--- src/hdl/rbd_ram.sv ---
// Generic synchronous RAM with one write port and one registered read port.
`default_nettype none
module rbd_ram #(
  parameter int WIDTH = 8,
  parameter int DEPTH = 256
) (
  input  wire logic                                  clk,
  input  wire logic                                  we,
  input  wire logic [((DEPTH > 1) ? $clog2(DEPTH) : 1)-1:0] waddr,
  input  wire logic [WIDTH-1:0]                      wdata,
  input  wire logic                                  re,
  input  wire logic [((DEPTH > 1) ? $clog2(DEPTH) : 1)-1:0] raddr,
  output logic      [WIDTH-1:0]                      rdata
);

  logic [WIDTH-1:0] mem [DEPTH];
  logic [WIDTH-1:0] rdata_r;

  always_ff @(posedge clk) begin
    if (we) begin
      mem[waddr] <= wdata;
    end
    if (re) begin
      rdata_r <= mem[raddr];
    end
  end

  assign rdata = rdata_r;

endmodule
`default_nettype wire

--- config.mk ---
export PLATFORM = sky130hd
export DESIGN_NAME = rbd_ram
export DESIGN_NICKNAME = d
export VERILOG_FILES = /design/src/hdl/rbd_ram.sv
export SDC_FILE = /design/constraint.sdc
export NUM_CORES = 2
export LEC_CHECK = 0
export ABC_CLOCK_PERIOD_IN_PS = 5900
export BUFFER_PORTS_ARGS = -buffer_cell sky130_fd_sc_hd__buf_2
export CORE_UTILIZATION = 47
export CTS_BUF_LIST = sky130_fd_sc_hd__clkbuf_8
export CTS_CLUSTER_DIAMETER = 50
export DETAILED_ROUTE_END_ITERATION = 8
export PLACE_DENSITY = 0.64
export SYNTH_ARGS = -nofsm -noshare
export SYNTH_HDL_FRONTEND = slang
export SYNTH_SLANG_ARGS = --single-unit
--- constraint.sdc ---
create_clock -name clk -period 5.9 [get_ports clk]
set_input_delay 0.295 -clock clk [delete_from_list [all_inputs] [get_ports clk]]
set_output_delay 0.295 -clock clk [all_outputs]
set_load 0.1 [all_outputs]
* Word level (Yosys, flattened, before mapping)
Memories as Yosys holds them, arrays and structs flattened. A register that Yosys moved wholly into a read port is not among the register bits.
Index checks and enable logic that the tools add are counted.
** Cells by class
- Muxes and demuxes :: 2
** Operators by type and width (count)
- $mux 1 :: 2
** Storage, ports and cells
- Word-level logic and storage cells :: 3
- Bits of input ports :: 27
- Output and inout port bits :: 8
- Bits in writable memories :: 2048
- Memories kept :: 1
- Register bits after elaboration :: 0
** Memories
- mem :: words 256, bits a word 8, read ports 1, clocked after memory_dff 1, write ports 1, RTL line 16 : logic [WIDTH-1:0] mem [DEPTH];

* Longest topological paths before layout
- Depth after elaboration :: 2
- Depth in mapped cells :: 11
- Mapped depth without buffers :: 6

* Worst setup path after synthesis
No wires, ideal clock.
- Path kind :: input to register
- Start point :: in raddr[0] (netlist name)
- End point :: reg rdata_r[2] (netlist: rdata[2]) (read register of mem) (data pin)
- Path slack :: 3.529 ns
- Stages :: 9
- Data required time :: 5.631 ns
- Arrival :: 2.102 ns
- Cell sequence :: buf_6 buf_12 buf_8 buf_2 mux4_2 a22oi_1 a21oi_1 nor4_1 nor4_2
** RTL lines
- start, declared :: RTL line 12 : input wire logic [((DEPTH > 1) ? $clog2(DEPTH) : 1)-1:0] raddr,
- end, declared :: RTL line 17 : logic [WIDTH-1:0] rdata_r;

* Final worst setup path
- Start point :: in waddr[3] (netlist name)
- End point :: mem mem[59][1] (enable)
** RTL lines
- start, declared :: RTL line 9 : input wire logic [((DEPTH > 1) ? $clog2(DEPTH) : 1)-1:0] waddr,
- end, declared :: RTL line 16
No word-level cell before the write port.

==> run metrics <==
status complete, no violations; CTS Buf Count ~340; Net count, final 4,006; Setup CP Type input port to register; Static Leak 27.4 nW; via count of the first global-routing pass 39,671; Final HPWL DP 118,000 um; final instance area 88,100 um2; final slew viol count 0; drt wl/cell 30.9 um; Synth Net Count 3,760; Max clock buf depth 4; Async SR Flop Fraction 0; non-filler cells, final 6,431; CTS clk-pin slew, worst paths about 0.060 ns; gr usage total 0.234; HP Class input port to register; Starting Density 0.475; Post-CTS Setup Bufs 0; via/cell ratio 6.17; maximum vdd drop 0.000280 V; area grow syn2layout 10.6%; H-tree depth 5; Slew Limit Headroom 0.0478; unrepaired setup endpoints after global routing false; cell area after synthesis 79,600 um2; Worst Path Max Fanout 10; First DRT Iteration DRCs 5,081; largest net degree at the start of global routing between 150 and 200; measured slew at the worst slew-check pin 1.42 ns; gr ovfl total 0; Arr. time, crit path slightly below 4 ns; boundary pin count 35; Post-DP Area 82,100 um2; max cap viols 0; Chip Width just over 400 um; fin util 0.525; RePlAce Congestion 0.851; Setup crit start kind input port; Setup violations, final 0; Seq/Total Area, Yosys 0.775; share of cells above drive strength 1 0.232; Port Buffers 34; initial antenna violation count 14; HP Start re; worst-case clock skew around 0.086 ns; DRC Markers 0; cell at the slowest stage of the critical path nand4_1; post-cts hold buffer count 14; main flop type after synthesis edfxtp_1; post-CTS sizing 0; CP top delay family simple AND/OR/NAND/NOR gates; P per Cell Area 326 nW/um2; Synth cell types 54; CP Cell Sequence dlygate4sd3_1 -> buf_2 -> nor2b_1 -> nand4_1 -> buf_4 -> nor2_1; area of the core 168,000 um2; synth top area cells edfxtp_1 (78%), mux4_2 (13%), mux2i_1 (1.7%), nor2_1 (1.3%), a22oi_1 (1.3%); vias approximately 40,000; Yosys reg bits 2,056; CP peak stage delay 0.95 ns; Post-synth EDFFs 2,056; antenna viol nets, final 0; Clock Latency Late Sink 1.07 ns; Critical Path End Type register; TritonCTS clock tree built; DRT Pass-1 Iters 6; post-synth top area share 0.775; met1 WL 81,300 um; synth warn 0; drt total wl approximately 200,000 um; routed wl met2 93,000 um; area of the die 171,000 um2; CTS root buf clkbuf_8; global-route wire length before repair between 200,000 and 300,000 um; WP buf/inv 3; fin crit share 0.561; Fmax 302 MHz; Final Hold Vio Count 0; Setup TNS Final 0 ns; Critical Path RT approximately 6.5 ns; most frequent cells in the layout edfxtp_1 (2,056), mux4_2 (454), clkbuf_8 (346); Critical Path Start waddr[3]; Gate Count Post-Synth between 3,000 and 4,000; Placed Cells 5,825; Reg-to-Reg Start mem[27][5]$_DFFE_PP_; routed wire length on met3 19,100 um; syn avg cell area between 20 and 25 um2; fin crit period 3.31 ns; Cell Rows 150; clk sinks 2,056; Max Used Layer met5; commonest non-fill, non-tap cell in the layout edfxtp_1; Die Ht 414 um; dominant cell type by area after synthesis edfxtp_1
[worst paths after layout]
check | to | slack (ns) | depth (start not counted)
worst max register to register | rdata[5]$_DFFE_PP_ | 2.85 | 6
worst max-delay path | mem[59][1]$_DFFE_PP_ | 2.59 | 6
worst min-delay path | rdata[4]$_DFFE_PP_ | 0.25 | 2
worst min register to register | rdata[0]$_DFFE_PP_ | 1.11 | 5
[Yosys cell counts, drive strengths merged, types with 8 or more instances]
master	number
o221ai	47
o22ai	28
edfxtp	2056
nor4	27
nor2	282
a221oi	14
a22o	8
nand3	34
nor3	22
buf	122
nand2	33
mux4	456
mux2i	134
nand4	10
o21ai	12
a211oi	16
a21oi	96
o211ai	10
nor2b	31
nand2b	8
a22oi	133
clkbuf	111
[final cells by class]
class | count | area, um2
antenna | 8 | 20.0
clock buffer | 345 | 4750
clock inverter | 239 | 1080
fill | 13129 | 79700
inverter | 2 | 7.51
multi-input combinational | 1442 | 16500
sequential | 2056 | 61700
tap | 2204 | 2760
timing repair buffer | 135 | 1240
[stage by stage]
step	setup WS [ns]	hold WS, ns	power [W]
2_1_floorplan	3.53	0.394	0.0173
3_3_place_gp	1.66	0.781	0.0179
3_5_place_dp	1.69	0.792	0.0179
4_1_cts	2.68	0.191	0.0289
5_1_grt	2.58	0.238	0.0295
6_report	2.59	0.246	0.0287
[report_power, final]
| part | switching (W) | total (W) | internal (W) | leakage (nW) |
|---|---|---|---|---|
| clock network | 0.00549 | 0.0111 | 0.00558 | 3.42 |
| registers | 0.0000248 | 0.0161 | 0.0161 | 18.5 |
| logic | 0.00100 | 0.00147 | 0.000475 | 5.50 |
| total | 0.00652 | 0.0287 | 0.0222 | 27.4 |
[layer usage]
metal | GRT usage | vias up
met3 | 0.0519 | 363
met4 | 0.0714 | 12
met1 | 0.343 | 21075
li1 | - | 16244
met5 | 0 | -
met2 | 0.354 | 2014
[state kept, by name, summed over array words and instances, names as in the netlist]
register / flops
mem: 2048
rdata: 8
[cell families (layout without fill, tap and decap cells)]
logic type	Yosys count	in the layout	synth area share
other	0	8	0
muxes	591	591	0.146
buffers and inverters	235	721	0.0183
DFF	2056	2056	0.775
and+or+nand+nor	466	466	0.0263
AOI/OAI and AO/OA	385	385	0.0342
Note: power is estimated with default switching activity, not from simulation.
