--- config.mk ---
export PLATFORM = sky130hd
export DESIGN_NAME = rbd_decode
export DESIGN_NICKNAME = d
export VERILOG_FILES = /design/src/hdl/rbd_pkg.sv /design/src/hdl/rbd_decode.sv
export SDC_FILE = /design/constraint.sdc
export NUM_CORES = 1
export LEC_CHECK = 0
export BUFFER_PORTS_ARGS = -buffer_cell sky130_fd_sc_hd__buf_2
export CAP_MARGIN = 10
export CORE_MARGIN = 1
export CORE_UTILIZATION = 37
export DETAILED_ROUTE_END_ITERATION = 10
export PLACE_DENSITY = 0.79
export SLEW_MARGIN = 20
export SYNTH_ARGS = -nofsm -noshare
export SYNTH_HDL_FRONTEND = slang
export SYNTH_SLANG_ARGS = --single-unit
export TNS_END_PERCENT = 100
--- constraint.sdc ---
create_clock -name vclk -period 2.91
set_input_delay 0.7275 -clock vclk [all_inputs]
set_output_delay 0.7275 -clock vclk [all_outputs]
set_load 0.05 [all_outputs]
--- src/hdl/rbd_pkg.sv ---
// Shared types and constants of the bus decoder and keyboard/display PIA.
`default_nettype none
package rbd_pkg;

  localparam logic [2:0] OP_READ    = 3'd0;
  localparam logic [2:0] OP_WRITE   = 3'd1;
  localparam logic [2:0] OP_PEEK    = 3'd2;
  localparam logic [2:0] OP_KEY     = 3'd3;
  localparam logic [2:0] OP_PRELOAD = 3'd4;

  localparam logic [2:0] CFG_RAM_SIZE  = 3'd0;
  localparam logic [2:0] CFG_IO_CARD   = 3'd1;
  localparam logic [2:0] CFG_BASIC     = 3'd2;
  localparam logic [2:0] CFG_ACI       = 3'd3;
  localparam logic [2:0] CFG_DISK_ROM  = 3'd4;

  localparam logic [1:0] CARD_CASSETTE = 2'd1;
  localparam logic [1:0] CARD_DISK     = 2'd2;

  localparam logic [1:0] PIA_KBD       = 2'd0;
  localparam logic [1:0] PIA_KBDCR     = 2'd1;
  localparam logic [1:0] PIA_DSP       = 2'd2;
  localparam logic [1:0] PIA_DSPCR     = 2'd3;

  localparam logic [1:0] SRC_CONST     = 2'd0;
  localparam logic [1:0] SRC_STORE     = 2'd1;
  localparam logic [1:0] SRC_LATCH     = 2'd2;

  localparam logic [7:0] KEY_STROBE    = 8'h80;
  localparam logic [7:0] CHAR_MASK     = 8'h7F;

  localparam int CARD_RAM_DEPTH  = 4096;
  localparam int BASIC_DEPTH     = 4096;
  localparam int CASSETTE_DEPTH  = 256;
  localparam int DISK_ROM_DEPTH  = 512;
  localparam int MONITOR_DEPTH   = 256;
  localparam int STORE_EXTRA     = CARD_RAM_DEPTH + BASIC_DEPTH + CASSETTE_DEPTH
                                   + DISK_ROM_DEPTH + MONITOR_DEPTH;

  localparam logic [15:0] CARD_RAM_LO = 16'h2000;
  localparam logic [15:0] WINDOW_LO   = 16'hC100;
  localparam logic [15:0] WINDOW_HI   = 16'hC2FF;
  localparam logic [3:0]  CARD_RAM_HI_NIB = 4'h2;
  localparam logic [3:0]  BASIC_NIB   = 4'hE;
  localparam logic [7:0]  SWITCH_PAGE = 8'hC0;
  localparam logic [7:0]  PIA_PAGE    = 8'hD0;
  localparam logic [7:0]  MONITOR_PAGE = 8'hFF;

  typedef struct packed {
    logic [1:0] ram_size_select;
    logic [1:0] io_card;
    logic       basic_present;
    logic       aci_present;
    logic       disk_rom_present;
  } cfg_t;

  typedef struct packed {
    logic rd0;
    logic rd1;
    logic disp_wr;
    logic disp_en;
    logic key_push;
  } pia_ctl_t;

  typedef struct packed {
    logic [7:0] rd1_byte;
    logic       disp_on;
    logic       dropped;
  } pia_stat_t;

  typedef struct packed {
    logic        st_re;
    logic        st_we;
    logic [15:0] st_addr;
    logic [1:0]  src;
    logic        cardio;
    pia_ctl_t    pia;
  } dec_t;

endpackage
`default_nettype wire

--- src/hdl/rbd_decode.sv ---
// Address decoder: turns one bus word into store accesses, PIA actions and a card I/O flag.
`default_nettype none
module rbd_decode
  import rbd_pkg::*;
#(
  parameter int MAIN_RAM_DEPTH = 32768
) (
  input  wire logic [2:0]  opcode,
  input  wire logic [15:0] address,
  input  wire cfg_t        cfg,
  output dec_t             dec
);

  localparam logic [16:0] MAIN_LIM  = 17'(MAIN_RAM_DEPTH);
  localparam logic [15:0] CARD_BASE = 16'(MAIN_RAM_DEPTH);
  localparam logic [15:0] BASIC_BASE = 16'(MAIN_RAM_DEPTH + CARD_RAM_DEPTH);
  localparam logic [15:0] CAS_BASE  = 16'(MAIN_RAM_DEPTH + CARD_RAM_DEPTH + BASIC_DEPTH);
  localparam logic [15:0] DISK_BASE = 16'(MAIN_RAM_DEPTH + CARD_RAM_DEPTH + BASIC_DEPTH
                                          + CASSETTE_DEPTH);
  localparam logic [15:0] MON_BASE  = 16'(MAIN_RAM_DEPTH + CARD_RAM_DEPTH + BASIC_DEPTH
                                          + CASSETTE_DEPTH + DISK_ROM_DEPTH);

  logic [16:0] ext_raw;
  logic [16:0] extent;
  logic [15:0] win_off;
  logic        in_card;
  logic        in_main;
  logic        in_basic;
  logic        in_win;
  logic        in_sw;
  logic        in_pia;
  logic        in_mon;
  logic        is_cas;
  logic        is_disk;
  logic        sw_flag;
  logic [15:0] a_card;
  logic [15:0] a_basic;
  logic [15:0] a_cas;
  logic [15:0] a_disk;
  logic [15:0] a_mon;
  logic        reading;

  always_comb begin
    ext_raw  = {({1'b0, cfg.ram_size_select} + 3'd1), 14'b0} >> 1;
    extent   = (ext_raw > MAIN_LIM) ? MAIN_LIM : ext_raw;
    win_off  = address - WINDOW_LO;
    in_card  = (cfg.io_card == CARD_DISK) && (address[15:12] == CARD_RAM_HI_NIB);
    in_main  = {1'b0, address} < extent;
    in_basic = address[15:12] == BASIC_NIB;
    in_win   = address inside {[WINDOW_LO:WINDOW_HI]};
    in_sw    = address[15:8] == SWITCH_PAGE;
    in_pia   = address[15:8] == PIA_PAGE;
    in_mon   = address[15:8] == MONITOR_PAGE;
    is_cas   = (cfg.io_card == CARD_CASSETTE) && !win_off[8];
    is_disk  = cfg.io_card == CARD_DISK;
    sw_flag  = (cfg.io_card == CARD_CASSETTE)
               || (is_disk && (address[7:4] == 4'h0));
    a_card   = CARD_BASE + {4'b0, address[11:0] - CARD_RAM_LO[11:0]};
    a_basic  = BASIC_BASE + {4'b0, address[11:0]};
    a_cas    = CAS_BASE + {8'b0, win_off[7:0]};
    a_disk   = DISK_BASE + {7'b0, win_off[8:0]};
    a_mon    = MON_BASE + {8'b0, address[7:0]};
    reading  = (opcode == OP_READ) || (opcode == OP_PEEK);

    dec = '0;
    dec.src = SRC_CONST;

    if (in_card) begin
      dec.st_addr = a_card;
    end else if (in_main) begin
      dec.st_addr = address;
    end else if (in_basic) begin
      dec.st_addr = a_basic;
    end else if (in_win) begin
      dec.st_addr = is_disk ? a_disk : a_cas;
    end else begin
      dec.st_addr = a_mon;
    end

    case (opcode)
      OP_READ, OP_PEEK: begin
        if (in_card || in_main) begin
          dec.st_re = 1'b1;
        end else if (in_basic) begin
          dec.st_re = cfg.basic_present;
        end else if (in_win) begin
          dec.st_re = (is_cas && cfg.aci_present) || (is_disk && cfg.disk_rom_present);
        end else if (in_sw) begin
          dec.cardio = (opcode == OP_READ) && sw_flag;
        end else if (in_pia) begin
          if (opcode == OP_READ) begin
            dec.pia.rd0 = address[1:0] == PIA_KBD;
            dec.pia.rd1 = address[1:0] == PIA_KBDCR;
            if (address[1:0] == PIA_KBD) begin
              dec.src = SRC_LATCH;
            end
          end
        end else if (in_mon) begin
          dec.st_re = 1'b1;
        end
        if (dec.st_re) begin
          dec.src = SRC_STORE;
        end
      end
      OP_WRITE: begin
        if (in_card || in_main) begin
          dec.st_we = 1'b1;
        end else if (in_basic) begin
          dec.st_we = cfg.basic_present;
        end else if (in_pia) begin
          dec.pia.disp_wr = address[1:0] == PIA_DSP;
          dec.pia.disp_en = address[1:0] == PIA_DSPCR;
        end else if (in_sw) begin
          dec.cardio = is_disk && (address[7:4] == 4'h0);
        end
      end
      OP_KEY: begin
        dec.pia.key_push = 1'b1;
      end
      OP_PRELOAD: begin
        if (in_card || in_main || in_basic) begin
          dec.st_we = 1'b1;
        end else if (in_win) begin
          dec.st_we = is_cas || is_disk;
        end else if (in_mon) begin
          dec.st_we = 1'b1;
        end
      end
      default: begin
        dec = '0;
      end
    endcase

    if (!reading) begin
      dec.st_re = 1'b0;
    end
  end

endmodule
`default_nettype wire

==> results.cfg, run 1 <==
[placement]
dp.cells = 183
hpwl_um = 2300
io_buffers = 52
gp_congestion = 0.921

[logic_synthesis]
synth.largest_area_cell = and2_1
synth_top_cells_by_count = and2_1 (10), nand2_1 (8), nor4_1 (7)
yosysSeqAreaShare = 0
avgSynthCellArea_um2 = 6.65
synth_top_area_frac = 0.101
yosysMostFrequentCell = and2_1
synth.net_count = 123
synth.top_cells.by_area = and2_1 (10%), ha_1 (8.1%), nor4_1 (7.1%)
netlist_area_um2 = 618
ys_types = 41
synth_cells = 93
yosys_warnings = 0

[grt]
grt_usage = 0.743
grt_max_degree = 13
grt-ovfl-total = 17

[outcome]
stop_stage = global routing (5_1_grt)
stop_error = [ERROR GRT-0232] Routing congestion too high. Check the congestion heatmap in the GUI.
outcome = did not finish

[floorplanning]
rows = 14
start_util = 0.401
fp.dieW_um = 42.9
die_h_um = 42.9
io_pins = 52

[timing]
endpoint_type = primary output
worstEndpointGrtRepair = dec[6]

[clock_network]
hold_buffers = 0
-- per-stage QoR --
| step | instance area [um2] | hold slack, ns | setup TNS [ns] | worst slack, ns |
|---|---|---|---|---|
| 4_1_cts | 1470 | 1.86 | -1.92 | -0.219 |
| 3_5_place_dp | 1290 | 1.87 | -3.85 | -0.342 |
| 3_3_place_gp | 1290 | 1.87 | -2.89 | -0.274 |
| 2_1_floorplan | 830 | 1.52 | -1.26 | -0.259 |
-- per-layer routing --
layer,overflow,track usage
met2,8,0.930
met3,0,0.549
met5,0,0.133
met4,9,0.806
met1,0,0.721
-- what timing repair did --
item / in CTS
resized for setup: 47
endpoints found under the hold margin: 0
pin swaps: 12
setup endpoints to repair: 17
setup buffers: 0
-- kinds of logic after synthesis --
kind of cell             share of synthesized area
AO/OA/AOI/OAI                                0.285
buffers and inverters                       0.0627
AND/OR/NAND/NOR                              0.540
multiplexers                                0.0162
adder cells (fa/ha/maj)                     0.0810
XOR/XNOR                                    0.0142
==> run 2, diff against run 1 <==
--- a/config.mk
+++ b/config.mk
@@ -7,10 +7,10 @@
 export LEC_CHECK = 0
 export BUFFER_PORTS_ARGS = -buffer_cell sky130_fd_sc_hd__buf_2
 export CAP_MARGIN = 10
-export CORE_MARGIN = 1
-export CORE_UTILIZATION = 37
+export CORE_AREA = 2 2 63 65
 export DETAILED_ROUTE_END_ITERATION = 10
-export PLACE_DENSITY = 0.79
+export DIE_AREA = 0 0 65 67
+export PLACE_DENSITY_LB_ADDON = 0.15
 export SLEW_MARGIN = 20
 export SYNTH_ARGS = -nofsm -noshare
 export SYNTH_HDL_FRONTEND = slang
==> constraint.sdc (replaced) <==
create_clock -name vclk -period 3.8
set_input_delay 0.95 -clock vclk [all_inputs]
set_output_delay 0.95 -clock vclk [all_outputs]
set_load 0.05 [all_outputs]
==> results.cfg, run 2 <==
[outcome]
outcome = finished clean

[hold_path]
hp-class = input pin to output pin

[logic_synthesis]
yosys_warnings = 0
yosysSeqAreaShare = 0
synth.top_cells.by_area = and2_1 (10%), ha_1 (8.1%), nor4_1 (7.1%)
ys_types = 41
avgSynthCellArea_um2 = 6.65
synth_top_cells_by_count = and2_1 (10), nand2_1 (8), nor4_1 (7)
netlist_area_um2 = 618
synth_cells = 93
synth.largest_area_cell = and2_1
yosysMostFrequentCell = and2_1
synth_top_area_frac = 0.101
synth.net_count = 123

[grt]
antenna_found_initial = 0
grt_usage = 0.107
grt_max_degree = 11
grt-ovfl-total = 0
grt_pass1_vias = 811
grt_pass1_wl_um = 3780

[timing]
setup_viol = 0
period_minus_slack_ns = 3.70
slew_violations = 0
rsz0062_at_grt = false
maxSlewHeadroom = 0.613
hold_viol_final = 0
fmax_ghz = 0.270
period_share = 0.975
worst_pin_slew_ns = 0.574

[pwr]
p_comb_frac = 1.000
design_power_total_uw = 167
peakVddDrop_mv = 0.0608
power_frac_clock = 0
internal_power_uw = 53.0
power.switching_uw = 114
sw_frac_of_total = 0.683
p_per_area_mw_per_mm2 = 160
power_leakage_uw = 0.000492
pwr-share-seq = 0

[setup_path]
critPathLaunchType = input pin
crit_path_max_incr_delay_ns = 0.30
crit_buf_inv = 4
critPathRequiredTime_ns = 2.85
path_max_fanout = 5
path_cells = buf_2 -> ha_1 -> inv_1 -> ha_1 -> nor4_1 -> buf_4 -> o21bai_4 -> a211o_1 -> o311ai_2 -> buf_2
worstSetupPathType = input pin to output pin
slowest_stage = buf_2
cp.arrival_ns = 2.75
cp_top_family = buffers and inverters
critPathCaptureType = output pin

[floorplanning]
io_pins = 52
core_area_mm2 = 0.00361
start_util = 0.171
fp.dieW_um = 65
die_area_mm2 = 0.00436
rows = 22
die_h_um = 67

[job]
maxCapViolCount = 0

[detailed_routing]
wl_per_cell_um = 12.3
vias = 907
avgViaCountPerCell = 4.65
ant_nets = 0
totalWireLength_um = 2410
drt_first_iter_violations = 27
drc = 0
first_pass_iters = 4

[clock_network]
cts_setup_buffers = 0
hold_buffers = 0

[final_layout]
design.seq.count = 0
drive_gt1_frac = 0.510
layout-area-overhead-vs-synth_pct = 68.6
clock_buffers = 0
antenna_cells = 0
layout.nets = 179
utilization = 0.289
final_cell_mix = buf_2 (48), and2_1 (10), nand2_1 (7)
final_common_cell = buf_2
seq_area_um2 = 0
num-fill-cells = 411

[placement]
hpwl_um = 2110
io_buffers = 52
gp_congestion = 0.772
## run 2: power by group through the flow
stage / Clock (uW) / Sequential, uW / Combinational, uW
detailed placement: 0 / 0 / 163
global placement: 0 / 0 / 163
global route: 0 / 0 / 180
floorplan: 0 / 0 / 112
CTS: 0 / 0 / 163
finish: 0 / 0 / 167
## run 2: final cells by class
type / instances / area [um2] / share of cell area
Multi-Input combinational cell: 84 / 652 / 0.625
Tap cell: 48 / 60.1 / 0.0576
Timing Repair Buffer: 57 / 308 / 0.295
Inverter: 6 / 22.5 / 0.0216
## run 2: repair_timing
action                                  in CTS  in global routing
resized for setup                            0                  9
endpoints found under the hold margin        0                  0
endpoints found under the setup margin       0                 11
## run 2: kinds of logic after synthesis
| family | after synthesis | share of synthesized area |
|---|---|---|
| AND/OR/NAND/NOR | 55 | 0.540 |
| AO/OA/AOI/OAI | 23 | 0.285 |
| buffers and inverters | 9 | 0.0627 |
| adder cells (fa/ha/maj) | 4 | 0.0810 |
| XOR/XNOR | 1 | 0.0142 |
| multiplexers | 1 | 0.0162 |
## run 2: path summary, 6_finish.rpt
kind	slack (ns)	start	cells past startpoint	endpoint
max	0.1	cfg[5]	10	dec[24]
min	2.31	address[3]	3	dec[11]
## run 2: metal layers
layer  vias up  part of all wire  GRT usage
li1        466                 -          -
met1       408              0.47      0.144
met2        33              0.46      0.196
met3         0             0.067    0.00676
met4         0                 0          0
met5         -                 0          0
## run 2: through the flow
stage	hold WS, ns	setup slack (ns)	TNS, ns	cell area, um2	cells
global placement	2.31	0.0387	0	1010	195
CTS	2.31	0.0407	0	1010	195
floorplan	1.97	-0.329	-0.687	673	93
finish	2.31	0.0964	0	1040	195
detailed placement	2.31	0.0415	0	1010	195
global route	2.33	0.0187	0	1040	195
(Power assumes the default switching activity.)
