===== src/hdl/rbd_pkg.sv =====
// Shared types and constants of the bus decoder and keyboard/display PIA.
`default_nettype none
package rbd_pkg;

  localparam logic [2:0] OP_READ    = 3'd0;
  localparam logic [2:0] OP_WRITE   = 3'd1;
  localparam logic [2:0] OP_PEEK    = 3'd2;
  localparam logic [2:0] OP_KEY     = 3'd3;
  localparam logic [2:0] OP_PRELOAD = 3'd4;

  localparam logic [2:0] CFG_RAM_SIZE  = 3'd0;
  localparam logic [2:0] CFG_IO_CARD   = 3'd1;
  localparam logic [2:0] CFG_BASIC     = 3'd2;
  localparam logic [2:0] CFG_ACI       = 3'd3;
  localparam logic [2:0] CFG_DISK_ROM  = 3'd4;

  localparam logic [1:0] CARD_CASSETTE = 2'd1;
  localparam logic [1:0] CARD_DISK     = 2'd2;

  localparam logic [1:0] PIA_KBD       = 2'd0;
  localparam logic [1:0] PIA_KBDCR     = 2'd1;
  localparam logic [1:0] PIA_DSP       = 2'd2;
  localparam logic [1:0] PIA_DSPCR     = 2'd3;

  localparam logic [1:0] SRC_CONST     = 2'd0;
  localparam logic [1:0] SRC_STORE     = 2'd1;
  localparam logic [1:0] SRC_LATCH     = 2'd2;

  localparam logic [7:0] KEY_STROBE    = 8'h80;
  localparam logic [7:0] CHAR_MASK     = 8'h7F;

  localparam int CARD_RAM_DEPTH  = 4096;
  localparam int BASIC_DEPTH     = 4096;
  localparam int CASSETTE_DEPTH  = 256;
  localparam int DISK_ROM_DEPTH  = 512;
  localparam int MONITOR_DEPTH   = 256;
  localparam int STORE_EXTRA     = CARD_RAM_DEPTH + BASIC_DEPTH + CASSETTE_DEPTH
                                   + DISK_ROM_DEPTH + MONITOR_DEPTH;

  localparam logic [15:0] CARD_RAM_LO = 16'h2000;
  localparam logic [15:0] WINDOW_LO   = 16'hC100;
  localparam logic [15:0] WINDOW_HI   = 16'hC2FF;
  localparam logic [3:0]  CARD_RAM_HI_NIB = 4'h2;
  localparam logic [3:0]  BASIC_NIB   = 4'hE;
  localparam logic [7:0]  SWITCH_PAGE = 8'hC0;
  localparam logic [7:0]  PIA_PAGE    = 8'hD0;
  localparam logic [7:0]  MONITOR_PAGE = 8'hFF;

  typedef struct packed {
    logic [1:0] ram_size_select;
    logic [1:0] io_card;
    logic       basic_present;
    logic       aci_present;
    logic       disk_rom_present;
  } cfg_t;

  typedef struct packed {
    logic rd0;
    logic rd1;
    logic disp_wr;
    logic disp_en;
    logic key_push;
  } pia_ctl_t;

  typedef struct packed {
    logic [7:0] rd1_byte;
    logic       disp_on;
    logic       dropped;
  } pia_stat_t;

  typedef struct packed {
    logic        st_re;
    logic        st_we;
    logic [15:0] st_addr;
    logic [1:0]  src;
    logic        cardio;
    pia_ctl_t    pia;
  } dec_t;

endpackage
`default_nettype wire


===== src/hdl/rbd_ram.sv =====
// Generic synchronous RAM with one write port and one registered read port.
`default_nettype none
module rbd_ram #(
  parameter int WIDTH = 8,
  parameter int DEPTH = 256
) (
  input  wire logic                                  clk,
  input  wire logic                                  we,
  input  wire logic [((DEPTH > 1) ? $clog2(DEPTH) : 1)-1:0] waddr,
  input  wire logic [WIDTH-1:0]                      wdata,
  input  wire logic                                  re,
  input  wire logic [((DEPTH > 1) ? $clog2(DEPTH) : 1)-1:0] raddr,
  output logic      [WIDTH-1:0]                      rdata
);

  logic [WIDTH-1:0] mem [DEPTH];
  logic [WIDTH-1:0] rdata_r;

  always_ff @(posedge clk) begin
    if (we) begin
      mem[waddr] <= wdata;
    end
    if (re) begin
      rdata_r <= mem[raddr];
    end
  end

  assign rdata = rdata_r;

endmodule
`default_nettype wire


===== src/hdl/rbd_pia.sv =====
// Keyboard/display PIA: key FIFO in RAM, key latch, ready flag and display enable.
`default_nettype none
module rbd_pia
  import rbd_pkg::*;
#(
  parameter int KEY_FIFO_DEPTH = 16
) (
  input  wire logic       clk,
  input  wire logic       rst_n,
  input  wire logic       accept,
  input  wire pia_ctl_t   ctl,
  input  wire logic [7:0] key_in,
  input  wire logic       advance,
  output pia_stat_t       stat,
  output logic [7:0]      key_latch
);

  localparam int KAW = (KEY_FIFO_DEPTH > 1) ? $clog2(KEY_FIFO_DEPTH) : 1;
  localparam int CW  = $clog2(KEY_FIFO_DEPTH + 1);
  localparam logic [KAW-1:0] LAST = KAW'(KEY_FIFO_DEPTH - 1);
  localparam logic [CW-1:0]  FULL = CW'(KEY_FIFO_DEPTH);

  logic [KAW-1:0] head_r, head_nxt;
  logic [KAW-1:0] tail_r, tail_nxt;
  logic [CW-1:0]  cnt_r, cnt_nxt;
  logic           key_ready_r, key_ready_nxt;
  logic           disp_en_r, disp_en_nxt;
  logic           pend_r, pend_nxt;
  logic [7:0]     latch_r, latch_nxt;
  logic           full;
  logic           empty;
  logic           pop;
  logic           push_ok;
  logic [7:0]     fifo_rdata;

  always_comb begin
    full    = cnt_r == FULL;
    empty   = cnt_r == '0;
    pop     = accept && ctl.rd1 && !key_ready_r && !empty;
    push_ok = accept && ctl.key_push && !full;

    stat.rd1_byte = (key_ready_r || !empty) ? KEY_STROBE : 8'h00;
    stat.disp_on  = disp_en_r;
    stat.dropped  = ctl.key_push && full;

    head_nxt = pop ? ((head_r == LAST) ? '0 : head_r + 1'b1) : head_r;
    tail_nxt = push_ok ? ((tail_r == LAST) ? '0 : tail_r + 1'b1) : tail_r;
    cnt_nxt  = cnt_r + CW'(push_ok) - CW'(pop);

    key_ready_nxt = key_ready_r;
    if (pop) begin
      key_ready_nxt = 1'b1;
    end else if (accept && ctl.rd0) begin
      key_ready_nxt = 1'b0;
    end

    disp_en_nxt = disp_en_r || (accept && ctl.disp_en);

    latch_nxt = (pend_r && advance) ? (fifo_rdata | KEY_STROBE) : latch_r;
    pend_nxt  = pop ? 1'b1 : (advance ? 1'b0 : pend_r);
  end

  always_ff @(posedge clk) begin
    if (!rst_n) begin
      head_r      <= '0;
      tail_r      <= '0;
      cnt_r       <= '0;
      key_ready_r <= 1'b0;
      disp_en_r   <= 1'b0;
      pend_r      <= 1'b0;
      latch_r     <= 8'h00;
    end else begin
      head_r      <= head_nxt;
      tail_r      <= tail_nxt;
      cnt_r       <= cnt_nxt;
      key_ready_r <= key_ready_nxt;
      disp_en_r   <= disp_en_nxt;
      pend_r      <= pend_nxt;
      latch_r     <= latch_nxt;
    end
  end

  rbd_ram #(
    .WIDTH (8),
    .DEPTH (KEY_FIFO_DEPTH)
  ) u_key_ram (
    .clk   (clk),
    .we    (push_ok),
    .waddr (tail_r),
    .wdata (key_in),
    .re    (pop),
    .raddr (head_r),
    .rdata (fifo_rdata)
  );

  assign key_latch = latch_r;

  a_cnt_bound: assert property (@(posedge clk) disable iff (!rst_n)
    cnt_r <= FULL)
    else $error("key FIFO count above its depth");

  a_pop_ready: assert property (@(posedge clk) disable iff (!rst_n)
    pop |=> key_ready_r && pend_r)
    else $error("key pop did not raise ready");

endmodule
`default_nettype wire


===== config.mk =====
export PLATFORM = sky130hd
export DESIGN_NAME = rbd_pia
export DESIGN_NICKNAME = d
export VERILOG_FILES = /design/src/hdl/rbd_pkg.sv /design/src/hdl/rbd_ram.sv /design/src/hdl/rbd_pia.sv
export SDC_FILE = /design/constraint.sdc
export NUM_CORES = 1
export LEC_CHECK = 0
export BUFFER_PORTS_ARGS = -buffer_cell sky130_fd_sc_hd__buf_2
export CAP_MARGIN = 15
export CORE_MARGIN = 5
export CORE_UTILIZATION = 50
export CTS_BUF_LIST = sky130_fd_sc_hd__clkbuf_16
export DETAILED_ROUTE_END_ITERATION = 10
export PLACE_DENSITY_LB_ADDON = 0.25
export RECOVER_POWER = 100
export SETUP_SLACK_MARGIN = 0.1
export SKIP_CTS_REPAIR_TIMING = 1
export SYNTH_ARGS = -nofsm -noshare
export SYNTH_HDL_FRONTEND = slang
export SYNTH_HIERARCHICAL = 1
export SYNTH_SLANG_ARGS = --single-unit

===== constraint.sdc =====
create_clock -name clk -period 2.6 [get_ports clk]
set_input_delay 0.39 -clock clk [delete_from_list [all_inputs] [get_ports clk]]
set_output_delay 0.39 -clock clk [all_outputs]
set_load 0.01 [all_outputs]

Word-level counts from Yosys, hierarchy flattened
Memory sizes are Yosys's and may differ from the RTL's. A register that Yosys moved wholly into a read port is not among the register bits.
Cells that the tools add are included.

cells by class
  add/sub/neg operators = 4
  multiplexer cells = 9
  reduce and logical (&&, ||, !) cells = 17
  eq/ne operators = 3

operators with widths
  cell                                          number
  logical AND 1 bit                             9
  adder 4 x 1 -> 4 bit (second input constant)  2
  equality test 4 bit (second input constant)   2
  2-to-1 mux 4 bit                              2
  2-to-1 mux 8 bit                              1
  2-to-1 mux 1 bit                              6
  adder 5 x 1 -> 5 bit                          1
  equality test 5 bit (second input constant)   1
  logical NOT 5 bit                             1
  subtractor 5 x 1 -> 5 bit                     1
  nonzero test 2 bit                            2
  logical NOT 1 bit                             3
  logical OR 1 bit                              2

word-level totals
  register bits after elaboration = 24
  bits of input ports = 17
  output and inout bits = 18
  memories = 1
  RAM bits = 128

memory list
  memory         words  bits a word  rd ports  clocked after memory_dff  wr ports  RTL line       RTL
  u_key_ram.mem  16     8            1         1                         1         rbd_ram.sv:16  logic [WIDTH-1:0] mem [DEPTH];

Longest topological paths before layout
Gate-level depths: netlist (run 1).

  depth after elaboration = 5
  mapped depth = 11
  mapped depth without buffers = 11

By module
The synthesis (run 1) kept the hierarchy.

modules (own cells, without submodules)
  module   instances  area each (um2)  seq. area each (um2)  cells an instance
  rbd_ram  1          5227.5           4083.9                229
  rbd_pia  1          1249.9           480.5                 142

Worst setup path after synthesis (run 1)
No wires, ideal clock.

  kind = reg-to-reg
  start point = register cnt_r[2]
  end point = register cnt_r[4]
  setup time = 0.121 ns
  stages on the path, launching flop included = 12
  slack = -0.113 ns
  data arrival time = 2.593 ns
  path through = dfxtp_1 inv_1 ha_1 nor4b_2 nor2_1 ha_1 inv_1 ha_1 fa_1 a21oi_1 o21bai_1 mux2_2

between the ends
  word-level cells in the longest chain between the ends = 5

ends and longest elaborated chain
  element                        RTL line       RTL
  from (decl)                    rbd_pia.sv:25  logic [CW-1:0] cnt_r, cnt_nxt;
  from (signal assigned)         rbd_pia.sv:75  cnt_r <= cnt_nxt;
  equality test 5 bit            rbd_pia.sv:37  full = cnt_r == FULL;
  logical NOT 1 bit              rbd_pia.sv:40  push_ok = accept && ctl.key_push && !full;
  logical AND 1 bit              rbd_pia.sv:40
  adder 5 x 1 -> 5 bit           rbd_pia.sv:48  cnt_nxt = cnt_r + CW'(push_ok) - CW'(pop);
  subtractor 5 x 1 -> 5 bit (*)  rbd_pia.sv:48

Every way passes the cells marked *; elsewhere a longest branch is shown, timed or not.
A chain may end at the register's enable or synchronous reset.

Worst setup path after layout (run 1)
  start point = register cnt_r[2]
  end point = memory u_key_ram.mem[1][1] (enable)

between the ends
  word-level cells in the longest chain between the ends = 5

ends and longest elaborated chain
  element                                 RTL line       RTL
  equality test 5 bit                     rbd_pia.sv:37
  logical NOT 1 bit                       rbd_pia.sv:40
  logical AND 1 bit                       rbd_pia.sv:40
  net push_ok                             rbd_pia.sv:33  logic push_ok;
  2-to-1 mux 1 bit                        rbd_ram.sv:20  if (we) begin
  2-to-1 mux 1 bit (implied by the code)  rbd_ram.sv:21  mem[waddr] <= wdata;
  to (decl)                               rbd_ram.sv:16

The timed path passes the listed nets, and every way through them passes these cells.

==> flow_summary.json, run 1 <==
{
  "status": "finished, final reports clean",
  "busiest_layer": "met2",
  "period_share_pct": 92.3,
  "cts_sinks": 143,
  "grt_pass1_wl_um": 17200,
  "viasPerCell": 5.71,
  "gp_congestion": 0.752,
  "path_class": "register to register",
  "fp-row-count": 39,
  "setup_tns_ps": 0,
  "cts_tree": "yes",
  "hold_class": "input port to register",
  "grt_pass1_vias": 3160,
  "nets": 422,
  "grt_usage_pct": 16.2,
  "grt-ovfl-total": 0,
  "finalClockSkew_ps": 13.8,
  "rrSetupSlack_ps": 200,
  "p_per_area_nw_per_um2": 881,
  "drt-initial-drc-count": 230,
  "fp.dieArea_um2": 14000,
  "pwr-share-seq_pct": 44.7,
  "grtUsageMet3_pct": 4.06,
  "dr_total_vias": 3151,
  "use_met1_pct": 21.1,
  "wl_um": 11000,
  "worst_pin_slew_ps": 760,
  "antenna_cells": 0,
  "rsz0062_at_grt": "no",
  "ir_drop_uv": 602,
  "p_int_mw": 4.49,
  "clkTransAtPathRegs_ps": 60,
  "antenna_left": 0,
  "netSwitchingPower_mw": 1.43,
  "synth_area_per_cell_um2": 16.9,
  "coreArea_um2": 11500,
  "htree_levels": 4,
  "combPwrFrac_pct": 13.5,
  "antenna_found_initial": 0,
  "die_y_um": 118,
  "worstSetupStartpointType": "register",
  "initial_utilization_pct": 51.1,
  "worst-endpoint-required_ps": 2650,
  "route.detailed.drc": 0,
  "syn_inst": 347,
  "finalHoldViolations": 0,
  "wl_per_cell_um": 19.9,
  "max_freq_mhz": 417,
  "dr.pass1.iters": 4,
  "final-setup-viol-count": 0,
  "hpwl_um": 7040,
  "cts-root-buf": "clkbuf_16",
  "die_x_um": 118,
  "crit_path_max_fanout": 7,
  "slew_headroom_pct": 49.3,
  "cts_max_path_buffers": 2,
  "grt_start_max_net_pins": 33,
  "use_met2_pct": 26.8,
  "clk_latency_ps": 410,
  "cap_violations": 0,
  "sw_frac_of_total_pct": 24.2,
  "post-route-min-period_ps": 2400,
  "drv_slew": 0,
  "synth_area_um2": 5860,
  "post-route-util_pct": 58.6,
  "ios": 35,
  "crit_arrival_ps": 2450,
  "numCtsBuffers": 17,
  "syn_to_final_growth_pct": 14.8,
  "portBuffers": 25,
  "clkPwrFrac_pct": 41.7,
  "fill_cells": 893,
  "end_kind": "register",
  "yosys_warnings": 6,
  "drive_gt1_share_pct": 16.4,
  "power.leakage_nw": 2.23
}
power groups by stage:
stage          Clock [mW]  Combinational [mW]  Sequential [mW]
3_3_place_gp            0               0.794             2.70
4_1_cts              2.52               0.823             2.65
3_5_place_dp            0               0.818             2.70
6_report             2.47               0.802             2.65
5_1_grt              2.61               0.893             2.66
2_1_floorplan           0               0.619             2.69
registers in the layout, indices dropped and copies added (netlist names):
signal / cells
cnt_r: 5
disp_en_r: 1
head_r: 4
u_key_ram/mem: 112
tail_r: 4
pend_r: 1
u_key_ram/rdata: 7
key_ready_r: 1
key_latch: 8
cell usage in the layout, fill, tap and decap left out, types with 7 or more instances in the layout:
cell       count
a22oi_1       14
nand3_1       15
a21oi_1       15
dfxtp_1       24
nand2_1       23
mux4_1        14
clkbuf_1      33
mux4_2        14
edfxtp_1     119
inv_1          8
buf_2          7
ha_1           7
clkbuf_16     17
nor2_1        18
conb_1         7
worst max-delay path: stages (launching register included):
cell,delay [ps]
dfxtp_1,340
inv_1,90
ha_4,180
nand4bb_2,120
nand2_1,100
inv_1,150
or3b_2,510
nor2_1,120
clkbuf_1,420
per-layer routing:
metal,routed length (um),share of wire (%)
met2,5670,52
met5,0,0
met4,38,0.35
met1,4720,43
met3,553,5.0
final cells by class:
class                           instances  area (um^2)  area share (%)
Multi-Input combinational cell        181         1660            24.7
Clock buffer                           17          425            6.33
Inverter                                7         26.3           0.391
Clock inverter                         15          185            2.75
Sequential cell                       143         4050            60.3
Timing Repair Buffer                   46          196            2.92
Tap cell                              143          179            2.66
path summary, 6_finish.rpt:
check                                 start                             to  cells after the start
setup / recovery        cnt_r[2]$_SDFF_PN0_  u_key_ram/mem[1][1]$_DFFE_PP_                      8
hold / removal                       ctl[1]           disp_en_r$_SDFF_PN0_                      3
setup reg to reg        cnt_r[2]$_SDFF_PN0_  u_key_ram/mem[1][1]$_DFFE_PP_                      8
hold reg to reg   key_latch[1]$_SDFFE_PN0P_      key_latch[1]$_SDFFE_PN0P_                      2
through the flow:
| stage | total power, mW | std cells | setup WS [ps] | hold WS (ps) | area, um^2 |
|---|---|---|---|---|---|
| floorplan | 3.31 | 353 | 143 | 438 | 5890 |
| global placement | 3.49 | 520 | 159 | 442 | 6190 |
| detailed placement | 3.52 | 520 | 123 | 449 | 6190 |
| CTS | 5.99 | 552 | 106 | 201 | 6800 |
| global route | 6.17 | 552 | 60.6 | 237 | 6730 |
| finish | 5.93 | 552 | 201 | 214 | 6730 |
Note: power is estimated with default switching activity, not from simulation.
==> run 2, diff against run 1 <==
Settings changed: PLACE_DENSITY_LB_ADDON 0.25 to 0.08.
==> run 2 against run 1 <==
  * Sequential power is essentially flat
  * Critical path type unchanged
  * Sequential share of layout area increased by 0.71 points
  * Fmax up 0.49%
  * Clock-buffer cell count stayed put
  * Clock skew shrank 5.4 ps
  * Via count down 2.2%
  * Hold slack gained 11 ps
  * Global-route usage is 0.42 points higher
  * Flip-flop and latch count unchanged
  * Largest power group unchanged
==> flow_summary.json, run 2 (synthesized netlist as in run 1, its figures left out) <==
{
  "rsz0062_at_grt": "no",
  "rrSetupSlack_ps": 210,
  "die_y_um": 118,
  "dr.pass1.iters": 5,
  "clkPwrFrac_pct": 38.4,
  "worstRegToRegCells": 8,
  "p_per_area_nw_per_um2": 849,
  "crit_path_max_fanout": 7,
  "ir_drop_uv": 584,
  "coreArea_um2": 11500,
  "ios": 35,
  "nets": 422,
  "holdPathStages": 3,
  "cts_tree": "yes",
  "holdPathEnd": "disp_en_r$_SDFF_PN0_",
  "fp-row-count": 39,
  "worst_pin_slew_ps": 790,
  "syn_to_final_growth_pct": 13.5,
  "setup_tns_ps": 0,
  "cts-root-buf": "clkbuf_16",
  "final_cell_mix": "119 x edfxtp_1, 36 x clkbuf_1, 24 x dfxtp_1",
  "sw_frac_of_total_pct": 24.5,
  "grt_start_max_net_pins": 34,
  "hold_start": "ctl[1]",
  "hpwl_um": 7020,
  "antenna_left": 0,
  "post-route-min-period_ps": 2390,
  "die_x_um": 118,
  "top_register": "u_key_ram/mem",
  "max_stage_delay_ps": 510,
  "fp.dieArea_um2": 14000,
  "viasPerCell": 5.61,
  "fill_cells": 900,
  "end_kind": "register",
  "worstPathCellList": "inv_2 -> ha_4 -> nand4bb_2 -> nand2_1 -> inv_1 -> or3b_2 -> nor2_1 -> clkbuf_1",
  "timing.rr.end": "u_key_ram/mem[1][4]$_DFFE_PP_",
  "wl_um": 11200,
  "grt-ovfl-total": 0,
  "critical_path.top_delay_family": "simple AND/OR/NAND/NOR gates",
  "cts_sinks": 143,
  "pwr-share-seq_pct": 47.0,
  "grt_pass1_vias": 3090,
  "largest_reg_flops": 112,
  "htree_levels": 4,
  "multiInputGateArea_um2": 1660,
  "max_freq_mhz": 419,
  "dp.cells": 519,
  "cap_violations": 0,
  "regArea_um2": 4050,
  "worstSetupStartpointType": "register",
  "drt-initial-drc-count": 237,
  "antenna_cells": 0,
  "post-route-util_pct": 58.0,
  "finalClockSkew_ps": 8.43,
  "final_area_um2": 6650,
  "clk_latency_ps": 420,
  "wl_per_cell_um": 20.3,
  "route.detailed.drc": 0,
  "power.total_mw": 5.64,
  "grt_pass1_wl_um": 17200,
  "initial_utilization_pct": 51.1,
  "hold_class": "input port to register",
  "worst-endpoint-required_ps": 2660,
  "portBuffers": 25,
  "clkTransAtPathRegs_ps": 60,
  "cp_slowest_cell": "or3b_2",
  "power.leakage_nw": 2.20,
  "combPwrFrac_pct": 14.6,
  "status": "finished, final reports clean",
  "final-setup-viol-count": 0,
  "crit_arrival_ps": 2440,
  "grt_usage_pct": 16.6,
  "drv_slew": 0,
  "antenna_found_initial": 0,
  "cts_max_path_buffers": 2,
  "slew_headroom_pct": 47.4,
  "cp_num_buf_inv": 3,
  "period_share_pct": 91.8,
  "netSwitchingPower_mw": 1.38,
  "fin_cells": 550,
  "mostFrequentLayoutCell": "edfxtp_1",
  "finalHoldViolations": 0,
  "r2r_start": "cnt_r[3]$_SDFF_PN0_",
  "drive_gt1_share_pct": 14.5,
  "dr_total_vias": 3083,
  "p_int_mw": 4.26,
  "numCtsBuffers": 17,
  "path_class": "register to register",
  "gp_congestion": 0.744,
  "placed_area_um2": 6210
}
==> run 2: changes by cell type in the layout (fill, tap and decap cells not counted), sizes merged <==
| cell | change |
|---|---|
| clkinvlp | -4 |
| buf | -2 |
| clkbuf | +2 |
| inv | -4 |
| clkinv | +8 |
| bufinv | -2 |
==> run 2: cell type report <==
type	count	share of cell area (%)
sequential	143	61.0
multi-input combinational	181	24.9
clock buffer	17	6.40
timing repair buffer	46	3.09
tap	143	2.69
clock inverter	13	1.52
inverter	7	0.395
==> run 2: metrics by stage <==
stage                     hold WS [ps]  worst slack (ps)
final                              225               212
after global routing               257              81.9
after CTS                          219               112
after detailed placement           452               115
after global placement             443               163
after floorplan                    438               143
==> run 2: worst max-delay path by stage <==
| stage | from | endpoint | cells after the start |
|---|---|---|---|
| floorplan | cnt_r[3]$_SDFF_PN0_ | cnt_r[4]$_SDFF_PN0_ | 11 |
| global placement | cnt_r[3]$_SDFF_PN0_ | cnt_r[4]$_SDFF_PN0_ | 11 |
| detailed placement | cnt_r[3]$_SDFF_PN0_ | cnt_r[4]$_SDFF_PN0_ | 11 |
| CTS | cnt_r[3]$_SDFF_PN0_ | cnt_r[4]$_SDFF_PN0_ | 11 |
| global route | cnt_r[3]$_SDFF_PN0_ | u_key_ram/mem[0][6]$_DFFE_PP_ | 8 |
| finish | cnt_r[3]$_SDFF_PN0_ | u_key_ram/mem[1][4]$_DFFE_PP_ | 8 |
==> run 2: metal layers <==
layer,vias to the layer above,share of wire [%],global-route usage [%]
li1,1450,-,-
met1,1545,44,22.2
met2,77,50,25.8
met3,11,5.2,5.40
met4,0,1.0,5.59
met5,-,0,0
==> run 2: power by group through the flow <==
stage | clock [mW] | combinational, mW | sequential, mW
after floorplan | 0 | 0.619 | 2.69
after global placement | 0 | 0.820 | 2.70
after detailed placement | 0 | 0.841 | 2.70
after CTS | 2.20 | 0.845 | 2.66
after global routing | 2.30 | 0.915 | 2.67
final | 2.17 | 0.824 | 2.65
==> run 2: worst reg2reg max path, stage by stage (launching register included) <==
cell	delay, ps
dfxtp_1	360
inv_2	70
ha_4	170
nand4bb_2	130
nand2_1	100
inv_1	180
or3b_2	510
nor2_1	110
clkbuf_1	410
